## config.mk

```make
export PLATFORM = sky130hd
export DESIGN_NAME = state_variable_filter
export DESIGN_NICKNAME = d
export VERILOG_FILES = /design/src/design/svf_pkg.sv /design/src/design/state_variable_filter.sv
export SDC_FILE = /design/constraint.sdc
export NUM_CORES = 2
export LEC_CHECK = 0
export BUFFER_PORTS_ARGS = -buffer_cell sky130_fd_sc_hd__buf_2
export CAP_MARGIN = 30
export CELL_PAD_IN_SITES_DETAIL_PLACEMENT = 0
export CELL_PAD_IN_SITES_GLOBAL_PLACEMENT = 1
export CORE_MARGIN = 2
export CORE_UTILIZATION = 46
export CTS_BUF_LIST = sky130_fd_sc_hd__clkbuf_2
export DETAILED_ROUTE_END_ITERATION = 10
export GPL_ROUTABILITY_DRIVEN = 0
export PLACE_DENSITY = 0.88
export SLEW_MARGIN = 20
export SYNTH_ARGS = -nofsm -noshare
export SYNTH_HDL_FRONTEND = slang
export SYNTH_SLANG_ARGS = --single-unit
```

## constraint.sdc

```tcl
create_clock -name i_clk -period 10 [get_ports i_clk]
set_input_delay 3 -clock i_clk [delete_from_list [all_inputs] [get_ports i_clk]]
set_output_delay 3 -clock i_clk [all_outputs]
set_load 0.03 [all_outputs]
```

## src/design/svf_pkg.sv

```systemverilog
// Package for the state variable filter: state codes, register indexes,
// coefficient limits and the saturation helpers. No dependencies.
`default_nettype none

package svf_pkg;

    // Register indexes on the configuration port (byte address = 4 * index).
    localparam logic [1:0] REG_MODE = 2'd0;
    localparam logic [1:0] REG_FREQ = 2'd1;
    localparam logic [1:0] REG_DAMP = 2'd2;
    localparam logic [1:0] REG_WET  = 2'd3;

    // Response selection codes.
    localparam logic [1:0] MODE_LOW   = 2'd0;
    localparam logic [1:0] MODE_HIGH  = 2'd1;
    localparam logic [1:0] MODE_BAND  = 2'd2;
    localparam logic [1:0] MODE_NOTCH = 2'd3;

    // Reset values and limits of the coefficients.
    localparam logic [1:0]  MODE_RESET = MODE_LOW;
    localparam logic [14:0] FREQ_RESET = 15'd2143;
    localparam logic [15:0] DAMP_RESET = 16'd5793;
    localparam logic [15:0] WET_RESET  = 16'd32768;
    localparam logic [15:0] WET_ONE    = 16'd32768;
    localparam logic [15:0] DAMP_MAX   = 16'd40960;

    typedef enum logic [8:0] {
        ST_IDLE = 9'b000000001,
        ST_FB   = 9'b000000010,
        ST_LOW  = 9'b000000100,
        ST_HIGH = 9'b000001000,
        ST_FH   = 9'b000010000,
        ST_BAND = 9'b000100000,
        ST_WET  = 9'b001000000,
        ST_DRY  = 9'b010000000,
        ST_MIX  = 9'b100000000
    } t_state;

    // Clamp a 40-bit intermediate to the signed 32-bit integrator range.
    function automatic logic signed [31:0] sat32(input logic signed [39:0] v);
        logic signed [31:0] r;
        if (v > 40'sd2147483647) begin
            r = 32'sh7FFF_FFFF;
        end else if (v < -40'sd2147483648) begin
            r = 32'sh8000_0000;
        end else begin
            r = v[31:0];
        end
        return r;
    endfunction

    // Clamp a 26-bit rounded mix to the signed 16-bit sample range.
    function automatic logic signed [15:0] sat16(input logic signed [25:0] v);
        logic signed [15:0] r;
        if (v > 26'sd32767) begin
            r = 16'sh7FFF;
        end else if (v < -26'sd32768) begin
            r = 16'sh8000;
        end else begin
            r = v[15:0];
        end
        return r;
    endfunction

endpackage

`default_nettype wire

```

## src/design/state_variable_filter.sv

```systemverilog
// Top level of the state variable filter: stream ports, register port,
// integrators and the shared multiplier sequencer. Depends on svf_pkg.
`default_nettype none

// Chamberlin state variable filter for signed Q1.15 audio samples. Each
// accepted item updates the lowpass and bandpass integrators (Q8.24, saturated
// to 32 bits) and produces one output item: a dry/wet mix of the input and the
// response chosen by filter_mode (lowpass, highpass, bandpass or notch),
// rounded half up and saturated to 16 bits; tlast is passed through unchanged.
// One signed 32 by 17 bit multiplier is shared by all five products of a
// sample, so an item runs through eight sequencer steps after the idle state
// that takes it before the next can be taken. s_axis_tready is high only
// while the sequencer is idle. The result sits in an output register, so the
// next item is taken while it waits; the sequencer only stalls in its last
// step if the previous result is still held. Registers (APB, byte address 4 *
// index): 0 filter_mode, 1 freq_coeff (Q1.14), 2 damping_coeff (Q4.12, values
// above 10.0 act as 10.0), 3 wet_mix (Q1.15, values above 1.0 act as 1.0).
// Reads return the value written. Registers are to be written only while no
// item is in flight.
module state_variable_filter
    import svf_pkg::*;
(
    input  wire logic        i_clk,
    input  wire logic        i_rst_n,
    // Input stream
    input  wire logic        s_axis_tvalid,
    output logic             s_axis_tready,
    input  wire logic [15:0] s_axis_tdata,   // [15:0] sample_in
    input  wire logic        s_axis_tlast,   // block_end
    // Output stream
    output logic             m_axis_tvalid,
    input  wire logic        m_axis_tready,
    output logic [15:0]      m_axis_tdata,   // [15:0] sample_out
    output logic             m_axis_tlast,   // block_end_out
    // Register port
    input  wire logic        psel,
    input  wire logic        penable,
    input  wire logic        pwrite,
    input  wire logic [3:0]  paddr,
    input  wire logic [31:0] pwdata,
    output logic [31:0]      prdata,
    output logic             pready
);

    // Configuration registers.
    logic [1:0]  r_mode;
    logic [14:0] r_freq;
    logic [15:0] r_damp;
    logic [15:0] r_wet;

    // Sequencer and datapath registers.
    t_state             r_state, n_state;
    logic signed [15:0] r_x;
    logic               r_last;
    logic signed [31:0] r_low, r_band, r_high;
    logic signed [48:0] r_prod, r_acc;
    logic               r_out_valid;
    logic [15:0]        r_out_data;
    logic               r_out_last;

    logic               w_cfg_wr;
    logic               w_in_acc;
    logic               w_out_free;
    logic [15:0]        w_damp_sat, w_wet_sat, w_dry;
    logic signed [24:0] w_xs;
    logic signed [31:0] w_mul_a;
    logic [15:0]        w_mul_b;
    logic signed [48:0] w_prod;
    logic signed [39:0] w_rnd14, w_rnd12;
    logic signed [31:0] w_low_new, w_high_new, w_band_new, w_sel;
    logic signed [48:0] w_mix;
    logic signed [15:0] w_y;

    // ------------------------------------------------------------------
    // Register port. Writes complete in the access phase; pready is tied.
    // ------------------------------------------------------------------
    assign pready   = 1'b1;
    assign w_cfg_wr = psel && penable && pwrite && pready;

    always_ff @(posedge i_clk) begin
        if (!i_rst_n) begin
            r_mode <= MODE_RESET;
            r_freq <= FREQ_RESET;
            r_damp <= DAMP_RESET;
            r_wet  <= WET_RESET;
        end else if (w_cfg_wr) begin
            case (paddr[3:2])
                REG_MODE: r_mode <= pwdata[1:0];
                REG_FREQ: r_freq <= pwdata[14:0];
                REG_DAMP: r_damp <= pwdata[15:0];
                REG_WET:  r_wet  <= pwdata[15:0];
                default:  r_mode <= r_mode;
            endcase
        end
    end

    always_comb begin
        case (paddr[3:2])
            REG_MODE: prdata = {30'd0, r_mode};
            REG_FREQ: prdata = {17'd0, r_freq};
            REG_DAMP: prdata = {16'd0, r_damp};
            REG_WET:  prdata = {16'd0, r_wet};
            default:  prdata = 32'd0;
        endcase
    end

    // Out-of-range coefficients are clamped where they are used.
    assign w_damp_sat = (r_damp > DAMP_MAX) ? DAMP_MAX : r_damp;
    assign w_wet_sat  = (r_wet > WET_ONE) ? WET_ONE : r_wet;
    assign w_dry      = WET_ONE - w_wet_sat;

    // The sample on the integrator scale of 2^24.
    assign w_xs = $signed({r_x, 9'd0});

    // ------------------------------------------------------------------
    // Shared multiplier. The sequencer state picks the operands; the
    // product is always registered before it is used.
    // ------------------------------------------------------------------
    always_comb begin
        case (r_state)
            ST_FB: begin
                w_mul_a = r_band;
                w_mul_b = {1'b0, r_freq};
            end
            ST_LOW: begin
                w_mul_a = r_band;
                w_mul_b = w_damp_sat;
            end
            ST_FH: begin
                w_mul_a = r_high;
                w_mul_b = {1'b0, r_freq};
            end
            ST_WET: begin
                w_mul_a = w_sel;
                w_mul_b = w_wet_sat;
            end
            ST_DRY: begin
                w_mul_a = 32'(w_xs);
                w_mul_b = w_dry;
            end
            default: begin
                w_mul_a = 32'sd0;
                w_mul_b = 16'd0;
            end
        endcase
    end

    assign w_prod = 49'(w_mul_a) * 49'($signed({1'b0, w_mul_b}));

    // Rounded (half up) products; the values stay well inside 40 bits.
    assign w_rnd14 = 40'((r_prod + 49'sd8192) >>> 14);
    assign w_rnd12 = 40'((r_prod + 49'sd2048) >>> 12);

    assign w_low_new  = sat32(40'(r_low) + w_rnd14);
    assign w_high_new = sat32(40'(w_xs) - 40'(r_low) - w_rnd12);
    assign w_band_new = sat32(40'(r_band) + w_rnd14);

    // Response selection; notch is highpass plus lowpass, saturated.
    always_comb begin
        case (r_mode)
            MODE_LOW:   w_sel = r_low;
            MODE_HIGH:  w_sel = r_high;
            MODE_BAND:  w_sel = r_band;
            MODE_NOTCH: w_sel = sat32(40'(r_high) + 40'(r_low));
            default:    w_sel = r_low;
        endcase
    end

    // Final mix: wet product in r_acc, dry product in r_prod, scale 2^39.
    assign w_mix = r_acc + r_prod;
    assign w_y   = sat16(26'((w_mix + 49'sd8388608) >>> 24));

    // ------------------------------------------------------------------
    // Sequencer.
    // ------------------------------------------------------------------
    assign s_axis_tready = (r_state == ST_IDLE);
    assign w_in_acc      = s_axis_tvalid && s_axis_tready;
    assign w_out_free    = !r_out_valid || m_axis_tready;

    always_comb begin
        case (r_state)
            ST_IDLE: n_state = w_in_acc ? ST_FB : ST_IDLE;
            ST_FB:   n_state = ST_LOW;
            ST_LOW:  n_state = ST_HIGH;
            ST_HIGH: n_state = ST_FH;
            ST_FH:   n_state = ST_BAND;
            ST_BAND: n_state = ST_WET;
            ST_WET:  n_state = ST_DRY;
            ST_DRY:  n_state = ST_MIX;
            ST_MIX:  n_state = w_out_free ? ST_IDLE : ST_MIX;
            default: n_state = ST_IDLE;
        endcase
    end

    always_ff @(posedge i_clk) begin
        if (!i_rst_n) begin
            r_state <= ST_IDLE;
            r_low   <= 32'sd0;
            r_band  <= 32'sd0;
        end else begin
            r_state <= n_state;
            if (r_state == ST_LOW) begin
                r_low <= w_low_new;
            end
            if (r_state == ST_BAND) begin
                r_band <= w_band_new;
            end
        end
    end

    // Payload registers need no reset.
    always_ff @(posedge i_clk) begin
        if (w_in_acc) begin
            r_x    <= $signed(s_axis_tdata);
            r_last <= s_axis_tlast;
        end
        if (r_state == ST_HIGH) begin
            r_high <= w_high_new;
        end
        if (r_state == ST_DRY) begin
            r_acc <= r_prod;
        end
        if (r_state != ST_MIX) begin
            r_prod <= w_prod;
        end
    end

    // ------------------------------------------------------------------
    // Output register.
    // ------------------------------------------------------------------
    always_ff @(posedge i_clk) begin
        if (!i_rst_n) begin
            r_out_valid <= 1'b0;
        end else if (r_state == ST_MIX && w_out_free) begin
            r_out_valid <= 1'b1;
        end else if (m_axis_tready) begin
            r_out_valid <= 1'b0;
        end
    end

    always_ff @(posedge i_clk) begin
        if (r_state == ST_MIX && w_out_free) begin
            r_out_data <= w_y;
            r_out_last <= r_last;
        end
    end

    assign m_axis_tvalid = r_out_valid;
    assign m_axis_tdata  = r_out_data;
    assign m_axis_tlast  = r_out_last;

endmodule

`default_nettype wire

```

==> results.cfg <==
[global_routing]
grt.total_usage = 0.3028
grt_pass1_wl_mm = 216.9
grt.busiest_layer = met2
grt_start_max_net_pins = 62
met2_usage = 0.4667
grt_pass1_vias = 37300
grt.met3_usage = 0.07852
met1_usage = 0.3750
antenna_found_initial = 5
grt_overflow_total = 0

[floorplan]
pin_count = 112
die_w_um = 306.2
fp.coreArea_um2 = 90290
start_util = 0.4652
num_rows = 110
die-area_um2 = 93740
dieHeight_um = 306.2

[synthesis]
synth_most_common_cell = inv_1
netlist_area_um2 = 42000
synth_seq_cells = 287
ys.flop_type = edfxtp_1
async_flop_share = 0
avgSynthCellArea_um2 = 8.584
yosys_warnings = 0
synth_top_area_frac = 0.2483
yosys-top-cells-count = inv_1 (754), nand2_1 (608), fa_1 (521), nor2_1 (372), ha_1 (360)
synth_seq_area_share = 0.1759
netlist_top_cells_area = fa_1 (25%), edfxtp_1 (12%), ha_1 (11%)
syn_inst = 4893
synth_edf_count = 164
yosysTopAreaCell = fa_1
ys_types = 98

[worst_setup_path]
end_kind = flop
worstPathRequired_ns = 10.84
reg2reg_from = r_high[1]
cpPeakStageDelay_ns = 0.56
setup.worst_path.start = r_high[1]
crit_path_start_kind = flop
arrival_ns = 10.66
path_max_fanout = 5
path_class = reg -> reg
cp_slowest_cell = fa_1
cpMostUsedCell = fa_1

[timing]
slew_violations = 0
period_share = 0.9822
setup_viol = 0
clock.fmax_mhz = 101.8
relSlewSlack = 0.2967
clock_skew_ns = 0.1118
setup_slack_ns = 0.1776
fin_crit_ns = 9.822
hold_ws_ns = 0.4210
hold_viol = 0
rsz0062_at_grt = yes
worst_pin_slew_ns = 1.055

[clock_network]
cts.clk_slew.worst_paths_ns = 0.11
clock-sinks = 287
clock_latency_ns = 1.18
cts_buffers = 80
clock_path_buffers = 3
cts_hold_buf = 0
htreeDepth = 3
tritoncts = yes
cts-root-buf = clkbuf_2

[route]
drcViolationCount = 0
wl_mm = 141.3
route.detailed.vias_per_inst = 5.807
drtAntennaViolNets = 0
via_count = 37360
drtIter0Drc = 3700
wl_per_cell_um = 21.96
drt_first_pass_iters = 9

[power_and_ir_drop]
p_per_area_nw_per_um2 = 52.02
power_mw = 2.440
ir_worst_vdd_mv = 0.06151
total_leakage_power_nw = 22.47

[placed_design]
dp_hpwl_mm = 115.0
pre_cts_ws_ns = -0.2337
port_buffers = 76

[min_path]
hold_class = reg -> reg
min_from = r_last

[layout]
n_fill_cell = 8387
layout-drive-gt1-share = 0.1306
syn_to_final_growth_pct = 11.67
num-nets-final = 6136

[run]
maxCapViolCount = 0

[outcome]
status = finished clean
[sequential cells by signal (all words and copies together), names as in the netlist, 9 cells and up]
register and cells:
r_state 9, r_wet 16, r_freq 15, m_axis_tdata 16, r_high 32, r_x 16
r_acc 49, r_low 32, r_band 32, r_prod 49, r_damp 16
[cell families after synthesis]
kind of cell,count (synthesis),share of synthesized area
mux,45,0.01201
xor+xnor,267,0.05586
fa+ha+maj,881,0.3556
flops,287,0.1759
simple gates,1402,0.1475
buf+inv,963,0.08889
other cells,2,0.0001788
compound gates,1046,0.1641
[worst paths after layout]
| kind | endpoint | slack [ns] | depth (start not counted) |
|---|---|---|---|
| worst max-delay path | r_prod[47] | 0.18 | 39 |
| worst max register to register | r_prod[47] | 0.18 | 39 |
| worst min-delay path | m_axis_tlast | 0.42 | 0 |
| worst min register to register | m_axis_tlast | 0.42 | 0 |
[cells in the final DEF, fill, tap and decap left out, drive strengths merged, types with 14 or more instances in the layout]
cell and instances:
fa 521, or3 14, a221o 21, o21bai 40
edfxtp 164, nand3 95, o22ai 22, nor3 80
conb 17, xor2 101, buf 411, nand2b 28
a31oi 22, o21a 36, dfxtp 123, inv 757
a21oi 309, nand4 36, xnor2 166, mux2i 29
nor2 372, a221oi 32, a211oi 27, and2 34
nand2 608, clkinv 31, a22o 21, and3 30
clkbuf 105, o21ai 238, nor2b 42, a21o 128
ha 360
[layout make-up]
class | count | area [um2] | share of cell area
antenna | 4 | 10.01 | 0.0002134
clock buffer | 104 | 520.5 | 0.01110
clock inverter | 37 | 167.7 | 0.003575
inverter | 755 | 2834 | 0.06042
multi-input combinational | 3659 | 31430 | 0.6701
sequential | 287 | 7390 | 0.1575
tap | 1176 | 1471 | 0.03137
timing repair buffer | 412 | 3082 | 0.06570
[layer usage]
layer  vias up  wire length [um]
met5         -                14
met4         2             10270
met3       468             14530
met2      1824             62670
met1     18130             53810
li1      16940                 -
[per-stage QoR]
stage,util,instance area [um2],setup TNS [ns],cells
floorplan,-,42060,0,4908
global placement,0.5047,45570,-1.337,6257
detailed placement,0.5051,45610,-1.297,6260
CTS,0.5134,46360,0,6403
global route,0.5195,46900,-0.2654,6434
finish,0.5195,46900,0,6434
[report_power, final]
part	total, mW	switching [mW]	leakage [nW]	internal (mW)
Clock	0.851	0.559	0.506	0.292
Combinational	0.316	0.210	19.3	0.106
Sequential	1.27	0.0153	2.64	1.26
[critical path: cells and delay by family (launching register included)]
family / cells / cell delay, ns
simple gates: 5 / 0.77
fa+ha+maj: 8 / 3.73
flops: 1 / 0.42
xor+xnor: 2 / 0.44
compound gates: 16 / 3.30
buf+inv: 8 / 0.93
[repair_timing]
item / 4_1_cts / 5_1_grt
pin swaps: 2 / 52
setup buffers: 2 / 24
resized for setup: 12 / 88
endpoints found under the setup margin: 11 / 24
cloned: 0 / 1
No activity file was read; power rests on OpenSTA's default activity.
